==> config.mk <==
export PLATFORM = sky130hd
export DESIGN_NAME = lidar_sector_steering
export DESIGN_NICKNAME = d
export VERILOG_FILES = /design/src/lss_pkg.sv /design/src/lidar_sector_steering.sv /design/src/lss_div.sv
export SDC_FILE = /design/constraint.sdc
export NUM_CORES = 1
export LEC_CHECK = 0
export ABC_CLOCK_PERIOD_IN_PS = 20400
export BUFFER_PORTS_ARGS = -buffer_cell sky130_fd_sc_hd__buf_2
export CAP_MARGIN = 20
export CORE_UTILIZATION = 50
export DETAILED_ROUTE_END_ITERATION = 10
export HOLD_SLACK_MARGIN = 0.12
export PLACE_DENSITY_LB_ADDON = 0.05
export SLEW_MARGIN = 40
export SYNTH_ARGS = -nofsm -noshare
export SYNTH_HDL_FRONTEND = slang
export SYNTH_SLANG_ARGS = --single-unit
==> constraint.sdc <==
create_clock -name clk -period 20.4 [get_ports clk]
set_clock_uncertainty 0.15 [all_clocks]
set_input_delay 2.04 -clock clk [delete_from_list [all_inputs] [get_ports clk]]
set_output_delay 2.04 -clock clk [all_outputs]
set_load 0.02 [all_outputs]
==> src/lss_pkg.sv <==
// Shared constants for the lidar sector steering block.
// No dependencies; imported by the top level.
`timescale 1ns / 1ps

package lss_pkg;

	// Register indexes on the configuration port
	localparam logic [2:0] REG_BASE_SPEED   = 3'd0;
	localparam logic [2:0] REG_GAIN_DIVISOR = 3'd1;
	localparam logic [2:0] REG_WALL_SCORE   = 3'd2;
	localparam logic [2:0] REG_WALL_BALANCE = 3'd3;
	localparam logic [2:0] REG_WALL_TURN    = 3'd4;
	localparam logic [2:0] REG_NEAR_LIMIT   = 3'd5;
	localparam logic [2:0] REG_SECTOR_EDGE  = 3'd6;

	// Register reset values
	localparam logic [9:0]  RST_BASE_SPEED   = 10'd100;
	localparam logic [9:0]  RST_GAIN_DIVISOR = 10'd70;
	localparam logic [15:0] RST_WALL_SCORE   = 16'd700;
	localparam logic [9:0]  RST_WALL_BALANCE = 10'd7;
	localparam logic [9:0]  RST_WALL_TURN    = 10'd50;
	localparam logic [15:0] RST_NEAR_LIMIT   = 16'd1500;
	localparam logic [14:0] RST_SECTOR_EDGE  = 15'd12000;

	// Score: 10 points per metre of inverse distance, Q8
	localparam int          PTS_W    = 22;
	localparam logic [PTS_W-1:0] PTS_NUM  = 22'd2560000;
	localparam logic [PTS_W-1:0] PTS_ZERO = 22'd2560;

	// Angle window, hundredths of degree
	localparam logic signed [16:0] SWEEP_LO = -17'sd18000;
	localparam logic signed [16:0] SWEEP_HI = 17'sd18000;

	// Turn magnitude cap (2^40) and total saturation
	localparam int                TURN_W    = 41;
	localparam logic [TURN_W-1:0] TURN_CAP  = 41'h100_0000_0000;
	localparam logic [39:0]       TOTAL_MAX = 40'hFF_FFFF_FFFF;

	// Speed arithmetic width and saturation limits
	localparam int                   SPD_W   = 43;
	localparam logic signed [SPD_W-1:0] SPD_HI = 43'sd8388607;
	localparam logic signed [SPD_W-1:0] SPD_LO = -43'sd8388608;

endpackage

==> src/lidar_sector_steering.sv <==
// Lidar sector steering: per-scan wheel speeds from rear-sector obstacle scores.
// Depends on lss_pkg and lss_div.
`timescale 1ns / 1ps

// Usage
//   Slave stream (s_*): one lidar sample per transaction. s_tdata holds angle_cdeg
//   [15:0] (signed) and distance_mm [31:16]; s_tuser is range_invalid; s_tlast marks
//   the final sample of a scan.
//   Master stream (m_*): one transaction per scan, issued after the sample carrying
//   s_tlast. Payload listed at the m_tdata port.
//   Config: cfg_wen/cfg_idx/cfg_wdata write one register per clock; write only idle.
// Timing
//   A scoring sample with nonzero distance runs a 1/distance divide on the shared
//   restoring divider before its score is added; other samples go straight to the
//   accumulate step. The last sample adds a second divide of the score
//   difference by gain_divisor on the same unit before m_tvalid is raised.
//   The divider (one quotient bit per clock) sets the rate.
//   s_tready is high only while the sequencer is idle.
// Reset and stall
//   arst_n clears the sequencer, both score sums and the output valid, and loads
//   register defaults. A result waits in the output register while m_tready is low;
//   new samples are still taken, and only a following scan end waits for the slot.

module lidar_sector_steering
	import lss_pkg::*;
#(
	parameter int ACC_WIDTH = 40
) (
	input  logic         clk,
	input  logic         arst_n,
	// slave stream
	input  logic         s_tvalid,
	output logic         s_tready,
	input  logic [31:0]  s_tdata,   // angle_cdeg[15:0], distance_mm[31:16]
	input  logic         s_tuser,   // range_invalid
	input  logic         s_tlast,   // last_sample
	// master stream
	output logic         m_tvalid,
	input  logic         m_tready,
	output logic [135:0] m_tdata,   // left_speed_q8[23:0], right_speed_q8[47:24],
	                                // wall_seen[48], left_total_q8[88:49],
	                                // right_total_q8[128:89], zero pad [135:129]
	// configuration
	input  logic         cfg_wen,
	input  logic [2:0]   cfg_idx,
	input  logic [15:0]  cfg_wdata
);

	localparam int CW = (ACC_WIDTH > TURN_W) ? ACC_WIDTH : TURN_W;
	localparam int XW = (ACC_WIDTH > 40) ? ACC_WIDTH : 40;

	typedef enum logic [2:0] {
		ST_IDLE,
		ST_DIV_PTS,
		ST_ACCUM,
		ST_DIFF,
		ST_DIV_TURN,
		ST_TURN,
		ST_LOAD
	} state_t;

	state_t state_q;

	// configuration registers
	logic [9:0]  base_speed_q;
	logic [9:0]  gain_divisor_q;
	logic [15:0] wall_score_q;
	logic [9:0]  wall_balance_q;
	logic [9:0]  wall_turn_q;
	logic [15:0] near_limit_q;
	logic [14:0] sector_edge_q;

	// scan state
	logic [ACC_WIDTH-1:0] left_sum_q;
	logic [ACC_WIDTH-1:0] right_sum_q;
	logic                 out_valid_q;

	// per-item payload
	logic [PTS_W-1:0]  pts_q;
	logic              side_right_q;
	logic              last_q;
	logic [TURN_W-1:0] tu_q;
	logic [TURN_W-1:0] turn_mag_q;
	logic              turn_neg_q;
	logic              wall_q;
	logic [39:0]       ltot_q;
	logic [39:0]       rtot_q;
	logic [135:0]      out_data_q;

	// input decode
	logic signed [16:0] ang_s;
	logic signed [16:0] edge_s;
	logic [15:0]        dist_mm;
	logic               in_left;
	logic               in_right;
	logic               hit;
	logic               accept;

	assign ang_s    = {s_tdata[15], s_tdata[15:0]};
	assign edge_s   = $signed({2'b00, sector_edge_q});
	assign dist_mm  = s_tdata[31:16];
	assign in_left  = (ang_s >= SWEEP_LO) && (ang_s < -edge_s);
	assign in_right = (ang_s >= edge_s) && (ang_s < SWEEP_HI);
	assign hit      = !s_tuser && (dist_mm < near_limit_q) && (in_left || in_right);
	assign accept   = s_tvalid && s_tready;

	// shared divider
	logic                 div_start;
	logic [ACC_WIDTH-1:0] div_dividend;
	logic [15:0]          div_divisor;
	logic                 div_busy;
	logic                 div_done;
	logic [ACC_WIDTH-1:0] div_quo;
	logic [ACC_WIDTH-1:0] sum_diff;

	assign sum_diff = (left_sum_q > right_sum_q) ? (left_sum_q - right_sum_q)
	                                             : (right_sum_q - left_sum_q);

	always_comb begin
		div_start    = 1'b0;
		div_dividend = ACC_WIDTH'(PTS_NUM);
		div_divisor  = dist_mm;
		if (state_q == ST_IDLE) begin
			div_start = accept && hit && (dist_mm != 16'd0);
		end else if (state_q == ST_DIFF) begin
			div_start    = 1'b1;
			div_dividend = sum_diff;
			div_divisor  = (gain_divisor_q == 10'd0) ? 16'd1 : {6'd0, gain_divisor_q};
		end
	end

	lss_div #(
		.DW (ACC_WIDTH),
		.VW (16)
	) u_div (
		.clk      (clk),
		.arst_n   (arst_n),
		.start    (div_start),
		.dividend (div_dividend),
		.divisor  (div_divisor),
		.busy     (div_busy),
		.done     (div_done),
		.quotient (div_quo)
	);

	// saturating accumulate of the pending score
	logic [ACC_WIDTH-1:0] acc_in;
	logic [ACC_WIDTH:0]   acc_sum;
	logic [ACC_WIDTH-1:0] acc_sat;

	assign acc_in  = side_right_q ? right_sum_q : left_sum_q;
	assign acc_sum = {1'b0, acc_in} + (ACC_WIDTH + 1)'(pts_q);
	assign acc_sat = acc_sum[ACC_WIDTH] ? '1 : acc_sum[ACC_WIDTH-1:0];

	// turn magnitude capped at 2^40
	logic [CW-1:0]     quo_ext;
	logic [TURN_W-1:0] tu_capped;

	assign quo_ext   = CW'(div_quo);
	assign tu_capped = (quo_ext > CW'(TURN_CAP)) ? TURN_CAP : quo_ext[TURN_W-1:0];

	// wall rule and totals
	logic [ACC_WIDTH-1:0] wall_thr;
	logic                 wall_hit;
	logic [XW-1:0]        lsum_ext;
	logic [XW-1:0]        rsum_ext;

	assign wall_thr = ACC_WIDTH'({wall_score_q, 8'd0});
	assign wall_hit = (tu_q < TURN_W'({wall_balance_q, 8'd0}))
	                  && (left_sum_q >= wall_thr) && (right_sum_q >= wall_thr);
	assign lsum_ext = XW'(left_sum_q);
	assign rsum_ext = XW'(right_sum_q);

	// wheel speeds
	logic signed [SPD_W-1:0] turn_s;
	logic signed [SPD_W-1:0] base_s;
	logic signed [SPD_W-1:0] lspd_raw;
	logic signed [SPD_W-1:0] rspd_raw;
	logic [23:0]             lspd;
	logic [23:0]             rspd;
	logic                    out_free;
	logic                    out_load;

	assign turn_s   = turn_neg_q ? -$signed({2'b00, turn_mag_q}) : $signed({2'b00, turn_mag_q});
	assign base_s   = $signed({25'd0, base_speed_q, 8'd0});
	assign lspd_raw = base_s + turn_s;
	assign rspd_raw = turn_s - base_s;
	assign out_free = !out_valid_q || m_tready;
	assign out_load = (state_q == ST_LOAD) && out_free;

	always_comb begin
		priority if (lspd_raw > SPD_HI) lspd = SPD_HI[23:0];
		else if (lspd_raw < SPD_LO)     lspd = SPD_LO[23:0];
		else                            lspd = lspd_raw[23:0];
		priority if (rspd_raw > SPD_HI) rspd = SPD_HI[23:0];
		else if (rspd_raw < SPD_LO)     rspd = SPD_LO[23:0];
		else                            rspd = rspd_raw[23:0];
	end

	// configuration writes
	always_ff @(posedge clk or negedge arst_n) begin
		if (!arst_n) begin
			base_speed_q   <= RST_BASE_SPEED;
			gain_divisor_q <= RST_GAIN_DIVISOR;
			wall_score_q   <= RST_WALL_SCORE;
			wall_balance_q <= RST_WALL_BALANCE;
			wall_turn_q    <= RST_WALL_TURN;
			near_limit_q   <= RST_NEAR_LIMIT;
			sector_edge_q  <= RST_SECTOR_EDGE;
		end else if (cfg_wen) begin
			unique case (cfg_idx)
				REG_BASE_SPEED:   base_speed_q   <= cfg_wdata[9:0];
				REG_GAIN_DIVISOR: gain_divisor_q <= cfg_wdata[9:0];
				REG_WALL_SCORE:   wall_score_q   <= cfg_wdata;
				REG_WALL_BALANCE: wall_balance_q <= cfg_wdata[9:0];
				REG_WALL_TURN:    wall_turn_q    <= cfg_wdata[9:0];
				REG_NEAR_LIMIT:   near_limit_q   <= cfg_wdata;
				REG_SECTOR_EDGE:  sector_edge_q  <= cfg_wdata[14:0];
				default: ;  // unused index, dropped
			endcase
		end
	end

	// sequencer, score sums and output valid
	always_ff @(posedge clk or negedge arst_n) begin
		if (!arst_n) begin
			state_q     <= ST_IDLE;
			left_sum_q  <= '0;
			right_sum_q <= '0;
			out_valid_q <= 1'b0;
		end else begin
			// new result takes the slot; otherwise the slot drains on m_tready
			if (out_load) out_valid_q <= 1'b1;
			else if (m_tready) out_valid_q <= 1'b0;
			unique case (state_q)
				ST_IDLE: begin
					if (accept) state_q <= div_start ? ST_DIV_PTS : ST_ACCUM;
				end
				ST_DIV_PTS: begin
					if (div_done) state_q <= ST_ACCUM;
				end
				ST_ACCUM: begin
					if (side_right_q) right_sum_q <= acc_sat;
					else              left_sum_q  <= acc_sat;
					state_q <= last_q ? ST_DIFF : ST_IDLE;
				end
				ST_DIFF: begin
					state_q <= ST_DIV_TURN;
				end
				ST_DIV_TURN: begin
					if (div_done) state_q <= ST_TURN;
				end
				ST_TURN: begin
					state_q <= ST_LOAD;
				end
				ST_LOAD: begin
					if (out_free) begin
						left_sum_q  <= '0;
						right_sum_q <= '0;
						state_q     <= ST_IDLE;
					end
				end
				default: state_q <= ST_IDLE;
			endcase
		end
	end

	// payload registers
	always_ff @(posedge clk) begin
		if (state_q == ST_IDLE && accept) begin
			side_right_q <= in_right;
			last_q       <= s_tlast;
			pts_q        <= hit ? PTS_ZERO : '0;
		end
		if (state_q == ST_DIV_PTS && div_done) pts_q <= div_quo[PTS_W-1:0];
		if (state_q == ST_DIV_TURN && div_done) tu_q <= tu_capped;
		if (state_q == ST_TURN) begin
			wall_q     <= wall_hit;
			turn_mag_q <= wall_hit ? TURN_W'({wall_turn_q, 8'd0}) : tu_q;
			turn_neg_q <= left_sum_q <= right_sum_q;
			ltot_q     <= (lsum_ext > XW'(TOTAL_MAX)) ? TOTAL_MAX : lsum_ext[39:0];
			rtot_q     <= (rsum_ext > XW'(TOTAL_MAX)) ? TOTAL_MAX : rsum_ext[39:0];
		end
		if (out_load) begin
			out_data_q <= {7'd0, rtot_q, ltot_q, wall_q, rspd, lspd};
		end
	end

	assign s_tready = (state_q == ST_IDLE);
	assign m_tvalid = out_valid_q;
	assign m_tdata  = out_data_q;

	// checks
	a_ready_div_idle: assert property (@(posedge clk) disable iff (!arst_n)
		s_tready |-> !div_busy)
		else $error("sample accepted while divider busy");

	a_done_in_wait: assert property (@(posedge clk) disable iff (!arst_n)
		div_done |-> (state_q == ST_DIV_PTS || state_q == ST_DIV_TURN))
		else $error("divider finished outside a wait state");

	a_sums_cleared: assert property (@(posedge clk) disable iff (!arst_n)
		(state_q == ST_LOAD && out_free) |=> (left_sum_q == '0 && right_sum_q == '0))
		else $error("scan sums not cleared after result");

	a_wall_turn: assert property (@(posedge clk) disable iff (!arst_n)
		$past(state_q == ST_TURN) && wall_q |-> turn_mag_q == TURN_W'({wall_turn_q, 8'd0}))
		else $error("wall rule did not apply wall turn");

endmodule

==> src/lss_div.sv <==
// Iterative restoring divider, one quotient bit per cycle.
// Standalone; instanced by lidar_sector_steering.
`timescale 1ns / 1ps

module lss_div #(
	parameter int DW = 40,
	parameter int VW = 16
) (
	input  logic          clk,
	input  logic          arst_n,
	input  logic          start,
	input  logic [DW-1:0] dividend,
	input  logic [VW-1:0] divisor,
	output logic          busy,
	output logic          done,
	output logic [DW-1:0] quotient
);

	localparam int CNT_W = $clog2(DW + 1);

	logic [VW-1:0]    rem_q;
	logic [DW-1:0]    quo_q;
	logic [VW-1:0]    dvs_q;
	logic [CNT_W-1:0] cnt_q;
	logic             busy_q;
	logic             done_q;

	logic [VW:0]      shifted;
	logic [VW:0]      diff;
	logic             fits;

	assign shifted = {rem_q, quo_q[DW-1]};
	assign diff    = shifted - {1'b0, dvs_q};
	assign fits    = shifted >= {1'b0, dvs_q};

	always_ff @(posedge clk or negedge arst_n) begin
		if (!arst_n) begin
			busy_q <= 1'b0;
			done_q <= 1'b0;
			cnt_q  <= '0;
		end else begin
			done_q <= 1'b0;
			if (start) begin
				busy_q <= 1'b1;
				cnt_q  <= CNT_W'(DW);
			end else if (busy_q) begin
				cnt_q <= cnt_q - CNT_W'(1);
				if (cnt_q == CNT_W'(1)) begin
					busy_q <= 1'b0;
					done_q <= 1'b1;
				end
			end
		end
	end

	// datapath: remainder and dividend/quotient shift register
	always_ff @(posedge clk) begin
		if (start) begin
			rem_q <= '0;
			quo_q <= dividend;
			dvs_q <= divisor;
		end else if (busy_q) begin
			rem_q <= fits ? diff[VW-1:0] : shifted[VW-1:0];
			quo_q <= {quo_q[DW-2:0], fits};
		end
	end

	assign busy     = busy_q;
	assign done     = done_q;
	assign quotient = quo_q;

endmodule
==> impl_metrics.json, run 1 <==
{
  "seq_area_frac_synth": 0.472,
  "cts_sinks": 566,
  "fmax_mhz": 154,
  "via_count": 25700,
  "holdPathStages": 0,
  "grt_pass1_wl_mm": 152,
  "synth_area_um2": 33900,
  "area_delta_synth_final_pct": 10.4,
  "drv_slew": 0,
  "die_w_um": 262,
  "htree_levels": 2,
  "status": "finished, final reports clean",
  "grt_pass1_vias": 25100,
  "postSynthCellCount": 3340,
  "route.antenna.remaining_nets": 0,
  "crit_arrival_ns": 6.81,
  "fin_crit_ns": 6.51,
  "grt-ovfl-total": 0,
  "yosysWarnings": 0,
  "power_density_nw_per_um2": 145,
  "die-area_um2": 68800,
  "dr.pass1.iters": 7,
  "nets": 3673,
  "cts.repair.resized": 0,
  "worst-path-max-fanout": 23,
  "min_path_type": "register to register",
  "synth_seq_cells": 566,
  "drt-initial-drc-count": 2354,
  "num_rows": 95,
  "synth_edf_count": 371,
  "syn_area_per_cell_um2": 10.1,
  "most-common-layout-cells": "371 x edfxtp_1, 264 x o21ai_0, 253 x nand2_1",
  "numPortBuffers": 188,
  "finalSetupViolCount": 0,
  "start_util": 0.505,
  "fin_tns_setup_ns": 0,
  "finalHoldViolCount": 0,
  "rsz0062_at_grt": "no",
  "worst_slack_ns": 13.89,
  "mostFrequentLayoutCell": "edfxtp_1",
  "fin_area_um2": 37400,
  "cts_hold_buf": 0,
  "hpwl_mm": 74.4,
  "boundaryPins": 196,
  "cp-end-kind": "register",
  "via_per_inst": 5.98,
  "clock_latency_ns": 0.65,
  "pre_cts_ws_ns": 13.53,
  "ys.flop_type": "edfxtp_1",
  "grt_antenna_before_repair": 0,
  "async_reset_ff_frac": 0.316,
  "diodes": 0,
  "cts_tree": "yes",
  "worstSetupPathType": "register to register",
  "track_usage": 0.283,
  "reg2reg_depth": 17,
  "cp.required_ns": 20.69,
  "crit_end": "m_tdata[12]$_SDFFCE_PN1P_",
  "cts_buffers": 61,
  "r2r_slack_ns": 13.89,
  "critPathLaunchType": "register",
  "routabilityCongestion": 0.931,
  "clk_pin_slew_ns": 0.06,
  "period_share": 0.319,
  "rr_endpoint": "m_tdata[12]$_SDFFCE_PN1P_",
  "fp.dieH_um": 262,
  "timing.rr.start": "turn_mag_q[6]$_SDFFCE_PP0P_",
  "ys_types": 104,
  "grt_max_degree": 74,
  "startpoint": "turn_mag_q[6]$_SDFFCE_PP0P_",
  "routedWlPerCell_um": 22.7,
  "clk_path_buf_depth": 3,
  "tightest_slew_ns": 0.890,
  "routed_wl_mm": 97.8,
  "p_leak_uw": 0.0154,
  "vdd_drop_max_mv": 0.0877,
  "core-area_um2": 67000,
  "relSlewSlack": 0.402,
  "drive_gt1_frac": 0.156,
  "drcViolationCount": 0,
  "place_area_um2": 35300,
  "drv_cap": 0,
  "postCtsSetupBuffers": 0,
  "clockRootBuffer": "clkbuf_16"
}
==> through the flow <==
stage	std cells	total power, uW	utilization	hold WS, ns
2_1_floorplan	3346	3470	-	0.250
3_3_place_gp	4185	4250	0.525	0.250
3_5_place_dp	4189	4290	0.526	0.255
4_1_cts	4305	5430	0.557	0.258
5_1_grt	4307	5750	0.558	0.258
6_report	4307	5420	0.558	0.265
==> synthesized netlist by cell type (21+ instances only) <==
library cell,count,share of area
clkbuf_1,220,0.024
mux2i_1,42,0.012
nor2_1,163,0.018
a21o_1,90,0.020
inv_1,234,0.026
a211oi_1,23,0.0051
nor3_1,64,0.0095
o22ai_1,30,0.0055
o21ai_0,264,0.039
nand2b_1,25,0.0046
nand3_1,78,0.012
nor2b_1,36,0.0066
nor4_1,39,0.0072
edfxtp_1,371,0.33
ha_1,228,0.084
nand2_1,253,0.028
and2_1,51,0.0094
a21oi_1,218,0.032
dfrtp_1,147,0.11
xnor2_1,111,0.029
nand4_1,48,0.0089
mux2_2,76,0.025
dfstp_2,32,0.025
and3_1,21,0.0039
o21bai_1,34,0.0075
xor2_1,41,0.011
==> critical path: stages (launching register included) <==
cell	delay, ns
edfxtp_1	0.45
nor4_4	0.60
nand3_2	0.57
o31ai_1	0.44
xnor2_1	0.20
ha_1	0.36
inv_1	0.13
nand2_1	0.06
a2111oi_0	0.49
a21oi_1	0.16
a311oi_1	0.53
nand4_2	0.43
or2_2	0.44
nor4_2	0.27
a41o_1	0.34
a41oi_1	0.10
buf_4	0.25
o31ai_1	0.32
==> cells by family after synthesis <==
logic type | Yosys count | share of synthesized area
AO/OA/AOI/OAI | 896 | 0.168
XOR/XNOR | 158 | 0.0422
adder cells (fa/ha/maj) | 234 | 0.0878
buffers and inverters | 487 | 0.0567
flip-flops | 566 | 0.472
multiplexers | 118 | 0.0377
other | 1 | 0.000111
AND/OR/NAND/NOR | 880 | 0.135
==> report_power, final <==
| part | switching [uW] | total, uW | internal, uW |
|---|---|---|---|
| registers | 213 | 1760 | 1540 |
| logic | 1630 | 2550 | 918 |
| clock network | 480 | 1120 | 640 |
| total | 2320 | 5420 | 3100 |
==> worst min path at each step <==
stage / startpoint / end / slack (ns)
6_report: ltot_q[0]$_SDFFCE_PN1P_ / m_tdata[49]$_DFFE_PP_ / 0.26
5_1_grt: rtot_q[34]$_SDFFCE_PN1P_ / m_tdata[123]$_DFFE_PP_ / 0.26
4_1_cts: rtot_q[33]$_SDFFCE_PN1P_ / m_tdata[122]$_DFFE_PP_ / 0.26
3_5_place_dp: ltot_q[10]$_SDFFCE_PN1P_ / m_tdata[59]$_DFFE_PP_ / 0.25
3_3_place_gp: ltot_q[37]$_SDFFCE_PN1P_ / m_tdata[86]$_DFFE_PP_ / 0.25
2_1_floorplan: rtot_q[11]$_SDFFCE_PN1P_ / m_tdata[100]$_DFFE_PP_ / 0.25
==> flip-flops by register name, indices dropped and copies added (netlist names), 6 cells and up <==
name and flops:
wall_turn_q 10, rtot_q 40, gain_divisor_q 10, ltot_q 40, near_limit_q 16, u_div.cnt_q 6, tu_q 40, sector_edge_q 15
wall_score_q 16, right_sum_q 40, turn_mag_q 40, u_div.dvs_q 16, wall_balance_q 10, left_sum_q 40, u_div.quotient 40, pts_q 22
m_tdata 129, base_speed_q 10, u_div.rem_q 16
==> routing by layer <==
layer,vias up,GRT usage,routed length (um)
met1,12700,0.402,44500
met2,790,0.453,45000
met5,-,0,0
li1,12100,-,-
met3,154,0.0295,4840
met4,0,0.0990,3460
==> area by class of cell <==
type                    count  area (um2)
fillers                  5941       29600
multi-input cells        2293       16100
flip-flops and latches    566       16000
clock buffers              83        1740
repair buffers            223        1260
well taps                 873        1090
inverters                 236         891
clock inverters            33         310
Note: power is estimated with default switching activity, not from simulation.
==> inputs of run 2 (changes only) <==
- ABC_CLOCK_PERIOD_IN_PS: 20400 -> 5500
- clock period: 20.4 -> 5.5 ns (I/O delays scaled with it)
==> impl_metrics.json, run 2 (synthesis results as in run 1) <==
{
  "via_count": 26200,
  "hpwl_mm": 76.3,
  "clk_path_buf_depth": 3,
  "clock_latency_ns": 0.64,
  "routedWlPerCell_um": 22.8,
  "fmax_mhz": 188,
  "area_delta_synth_final_pct": 13.1,
  "use_met3": 0.0298,
  "routabilityCongestion": 0.961,
  "htree_levels": 2,
  "grt_pass1_wl_mm": 154,
  "num_rows": 95,
  "via_per_inst": 5.95,
  "crit_arrival_ns": 5.53,
  "fin_crit_ns": 5.31,
  "critPathLaunchType": "register",
  "numPortBuffers": 188,
  "largest_register_ffs": 129,
  "clk_pin_slew_ns": 0.06,
  "p_leak_uw": 0.0159,
  "finalHoldViolCount": 0,
  "multi_input_area_um2": 16200,
  "critPathBufInv": 5,
  "period_share": 0.965,
  "die_w_um": 262,
  "max_stage_delay_ns": 0.44,
  "nets": 3762,
  "cp_slowest_cell": "edfxtp_1",
  "worstSetupPathType": "register to register",
  "critical_path.top_delay_family": "simple AND/OR/NAND/NOR gates",
  "fin_area_um2": 38300,
  "drive_gt1_frac": 0.172,
  "route.antenna.remaining_nets": 0,
  "min_path_type": "input pin to register",
  "tightest_slew_ns": 0.806,
  "cp-end-kind": "register",
  "die-area_um2": 68800,
  "cts_buffers": 61,
  "start_util": 0.505,
  "worst-path-max-fanout": 23,
  "most-common-layout-cells": "371 x edfxtp_1, 263 x o21ai_0, 252 x nand2_1",
  "cts_tree": "yes",
  "grt_antenna_before_repair": 2,
  "fin_tns_setup_ns": 0,
  "diodes": 0,
  "grt_max_degree": 93,
  "fp.dieH_um": 262,
  "cp.required_ns": 5.72,
  "track_usage": 0.288,
  "rsz0062_at_grt": "yes",
  "vdd_drop_max_mv": 0.306,
  "clockRootBuffer": "clkbuf_16",
  "crit_chain": "inv_1, ha_1, nor3b_4, buf_4, nand3_4, buf_4, o21ai_0, xnor2_1, ha_2, nor4_1, a21oi_1, a311oi_2, nand4_2, buf_4, nor4_1, nand3b_1, a211oi_1, nand4_1, o21ai_1, buf_4, o21ai_0",
  "grtUsageMet1": 0.409,
  "drt-initial-drc-count": 2347,
  "drv_cap": 0,
  "grt_pass1_vias": 25900,
  "relSlewSlack": 0.463,
  "pre_cts_ws_ns": 0.0433,
  "seq_area_um2": 16000,
  "grt_use_met2": 0.461,
  "place_area_um2": 35800,
  "status": "finished, final reports clean",
  "cts_sinks": 566,
  "grt-ovfl-total": 0,
  "busiest_layer": "met2",
  "mostFrequentLayoutCell": "edfxtp_1",
  "drcViolationCount": 0,
  "boundaryPins": 196,
  "core-area_um2": 67000,
  "routed_wl_mm": 100,
  "path_common_cell": "buf_4",
  "power_density_nw_per_um2": 529,
  "drv_slew": 0,
  "worst_slack_ns": 0.191,
  "place_inst": 4248,
  "instances_no_fill": 4396,
  "dr.pass1.iters": 6,
  "fill_cells": 5869,
  "final_core_util": 0.572,
  "finalSetupViolCount": 0
}
==> run 2: repair_timing <==
| action | 4_1_cts | 5_1_grt |
|---|---|---|
| hold buffers | 29 | 0 |
| buffers inserted | 0 | 2 |
| hold endpoints to repair | 112 | 0 |
| endpoints found under the setup margin | 0 | 46 |
| gates resized for setup | 0 | 15 |
==> run 2: where the power goes <==
| group | switching, uW | internal, uW |
|---|---|---|
| logic | 5960 | 3530 |
| registers | 770 | 5720 |
| clock network | 1780 | 2490 |
==> run 2: through the flow <==
stage | hold WS, ns | power [uW]
after global routing | 0.148 | 21500
after CTS | 0.123 | 20200
final | 0.157 | 20300
after floorplan | 0.104 | 12900
after detailed placement | 0.255 | 15900
after global placement | 0.251 | 15700
==> run 2: final cells by class <==
class                           instances  area share
Clock buffer                           80      0.0447
Clock inverter                         36      0.0105
Inverter                              236      0.0232
Multi-Input combinational cell       2293       0.423
Sequential cell                       566       0.417
Tap cell                              873      0.0285
Timing Repair Buffer                  312      0.0534
==> run 2: worst min-delay path, delay by kind of cell <==
kind	cells	cell delay (ns)
buf+inv	1	0.19
compound gates	1	0.09
simple gates	1	0.10
==> run 2: path summary, 6_finish.rpt <==
path / from / to / slack [ns] / depth (start not counted)
min in group asynchronous: arst_n / right_sum_q[9]$_DFFE_PN0P_ / 0.20 / 2
worst min register to register: ltot_q[8]$_SDFFCE_PN1P_ / m_tdata[57]$_DFFE_PP_ / 0.27 / 0
worst min-delay path: cfg_wdata[9] / wall_score_q[9]$_DFFE_PN1P_ / 0.16 / 3
max in group asynchronous: arst_n / left_sum_q[24]$_DFFE_PN0P_ / 4.02 / 3
worst max register to register: turn_mag_q[0]$_SDFFCE_PP0P_ / m_tdata[15]$_SDFFCE_PN1P_ / 0.19 / 21
worst max-delay path: turn_mag_q[0]$_SDFFCE_PP0P_ / m_tdata[15]$_SDFFCE_PN1P_ / 0.19 / 21
==> run 2: layer usage <==
layer | wire length (um) | vias to the layer above
met5 | 0 | -
met4 | 3630 | 0
met3 | 5020 | 172
met2 | 45800 | 872
met1 | 45900 | 12800
li1 | - | 12300
==> inputs of run 3 (changes only) <==
--- a/config.mk
+++ b/config.mk
@@ -9,7 +9,9 @@
 export BUFFER_PORTS_ARGS = -buffer_cell sky130_fd_sc_hd__buf_2
 export CAP_MARGIN = 20
+export CORE_ASPECT_RATIO = 0.9
 export CORE_UTILIZATION = 50
 export DETAILED_ROUTE_END_ITERATION = 10
 export HOLD_SLACK_MARGIN = 0.12
+export MAX_ROUTING_LAYER = met4
 export PLACE_DENSITY_LB_ADDON = 0.05
 export SLEW_MARGIN = 40
--- a/constraint.sdc
+++ b/constraint.sdc
@@ -3,3 +3,3 @@
 set_input_delay 0.55 -clock clk [delete_from_list [all_inputs] [get_ports clk]]
 set_output_delay 0.55 -clock clk [all_outputs]
-set_load 0.02 [all_outputs]
+set_load 0.005 [all_outputs]
==> impl_metrics.json, run 3 (synthesis results as in run 1) <==
{
  "routed_wl_mm": 102,
  "period_share": 0.958,
  "fp.dieH_um": 249,
  "rr_endpoint": "m_tdata[40]$_SDFFCE_PN1P_",
  "drt-initial-drc-count": 2253,
  "clk_pin_slew_ns": 0.07,
  "cp_slowest_cell": "or4_4",
  "via_per_inst": 5.99,
  "grt_pass1_wl_mm": 155,
  "boundaryPins": 196,
  "min_path_type": "input pin to register",
  "grt_pass1_vias": 25600,
  "vdd_drop_max_mv": 0.320,
  "fill_cells": 5678,
  "switching_share": 0.428,
  "drcViolationCount": 0,
  "track_usage": 0.301,
  "crit_arrival_ns": 5.60,
  "clockRootBuffer": "clkbuf_16",
  "rsz0062_at_grt": "yes",
  "routabilityCongestion": 0.966,
  "most-common-layout-cells": "371 x edfxtp_1, 264 x o21ai_0, 251 x nand2_1",
  "num_rows": 90,
  "worstSetupPathType": "register to register",
  "clk_path_buf_depth": 3,
  "diodes": 0,
  "nets": 3776,
  "grt_max_degree": 78,
  "cp-end-kind": "register",
  "crit_chain": "inv_2, ha_1, nor3b_2, buf_6, buf_4, nand3_4, o21ai_0, xnor2_1, ha_1, a21o_1, a22oi_2, a21oi_2, a221oi_2, buf_4, nand3_1, or4_4, mux2i_1, a2111oi_2, and4_1, o211ai_1, and2_1, buf_12, o21ai_1",
  "grt-ovfl-total": 0,
  "instances_no_fill": 4406,
  "hpwl_mm": 78.0,
  "power.switching_uw": 8610,
  "core-area_um2": 67000,
  "grt_antenna_before_repair": 2,
  "holdPathEnd": "m_tvalid$_DFFE_PN0P_",
  "seq_power_share": 0.322,
  "p_leak_uw": 0.0159,
  "fin_crit_ns": 5.27,
  "holdPathStages": 3,
  "finalSetupViolCount": 0,
  "drv_slew": 0,
  "internal-power_uw": 11500,
  "place_inst": 4260,
  "die-area_um2": 68800,
  "pwr-share-clk": 0.194,
  "critPathLaunchType": "register",
  "r2r_slack_ns": 0.23,
  "drv_cap": 0,
  "area_delta_synth_final_pct": 12.9,
  "htree_levels": 2,
  "min_from": "m_tready",
  "fmax_mhz": 190,
  "mostFrequentLayoutCell": "edfxtp_1",
  "timing.rr.start": "turn_mag_q[0]$_SDFFCE_PP0P_",
  "dr.pass1.iters": 5,
  "cts_buffers": 57,
  "p_comb_frac": 0.484,
  "critPathBufInv": 5,
  "cp.required_ns": 5.83,
  "routedWlPerCell_um": 23.1,
  "tightest_slew_ns": 0.897,
  "route.antenna.remaining_nets": 0,
  "die_w_um": 276,
  "critical_path.top_delay_family": "compound AO/OA/AOI/OAI gates",
  "largest_register_ffs": 129,
  "via_count": 26400,
  "cts_sinks": 566,
  "drive_gt1_frac": 0.174,
  "cts_tree": "yes",
  "relSlewSlack": 0.400,
  "whs_ns": 0.147,
  "finalHoldViolCount": 0,
  "clock_latency_ns": 0.65,
  "power_density_nw_per_um2": 526,
  "startpoint": "turn_mag_q[0]$_SDFFCE_PP0P_",
  "start_util": 0.505,
  "max_stage_delay_ns": 0.56,
  "final_core_util": 0.571,
  "numPortBuffers": 188,
  "worst-path-max-fanout": 17,
  "multi_input_area_um2": 16200,
  "status": "finished, final reports clean",
  "reg2reg_depth": 23,
  "seq_area_um2": 16000
}
-- run 3: worst register-to-register path, cell delays in order, from the launching register on --
cell	delay, ns
edfxtp_1	0.45
inv_2	0.09
ha_1	0.16
nor3b_2	0.19
buf_6	0.15
buf_4	0.12
nand3_4	0.06
o21ai_0	0.20
xnor2_1	0.18
ha_1	0.33
a21o_1	0.22
a22oi_2	0.25
a21oi_2	0.11
a221oi_2	0.30
buf_4	0.17
nand3_1	0.08
or4_4	0.56
mux2i_1	0.15
a2111oi_2	0.32
and4_1	0.27
o211ai_1	0.09
and2_1	0.21
buf_12	0.16
o21ai_1	0.15
-- run 3: area by class of cell --
type                       count  share of cell area
multi-input combinational   2293               0.424
sequential                   566               0.418
timing repair buffer         330              0.0574
clock buffer                  72              0.0404
tap                          874              0.0286
inverter                     236              0.0233
clock inverter                35             0.00893
-- run 3: worst max path at each step --
stage | endpoint | cells after the start
3_5_place_dp | m_tdata[9]$_SDFFCE_PN1P_ | 23
2_1_floorplan | m_tdata[0]$_SDFFCE_PN1P_ | 5
6_report | m_tdata[40]$_SDFFCE_PN1P_ | 23
4_1_cts | m_tdata[9]$_SDFFCE_PN1P_ | 23
5_1_grt | m_tdata[3]$_SDFFCE_PN1P_ | 22
3_3_place_gp | m_tdata[34]$_SDFFCE_PN1P_ | 25
-- run 3: repair_timing --
action | CTS | global route
endpoints found under the hold margin | 95 | 0
hold buffers | 32 | 0
resized for setup | 3 | 17
pin swaps | 0 | 7
setup buffers | 0 | 7
endpoints found under the setup margin | 43 | 46
-- run 3: metrics by stage --
step	cell area (um2)	total power (uW)	setup slack [ns]	setup TNS [ns]
global route	38200	21300	-0.0159	-0.0572
detailed placement	35900	16000	-0.0668	-1.13
global placement	35800	15900	0.0354	0
floorplan	33900	12800	0.0622	0
finish	38200	20100	0.231	0
CTS	38100	20000	0.0403	0
-- run 3: routing by layer --
layer,up-vias,routed length [um],GRT usage,part of all wire
li1,12300,-,-,-
met1,13100,49000,0.450,0.48
met2,892,44300,0.437,0.44
met3,111,6950,0.0427,0.068
met4,0,1580,0.0551,0.015
met5,-,0,-,0
-- run 3: power groups by stage --
| stage | logic, uW | registers, uW | clock network (uW) |
|---|---|---|---|
| final | 9730 | 6460 | 3910 |
| after floorplan | 6550 | 6210 | 0 |
| after global placement | 9390 | 6510 | 0 |
| after detailed placement | 9500 | 6530 | 0 |
| after global routing | 10600 | 6560 | 4140 |
| after CTS | 9590 | 6460 | 3980 |
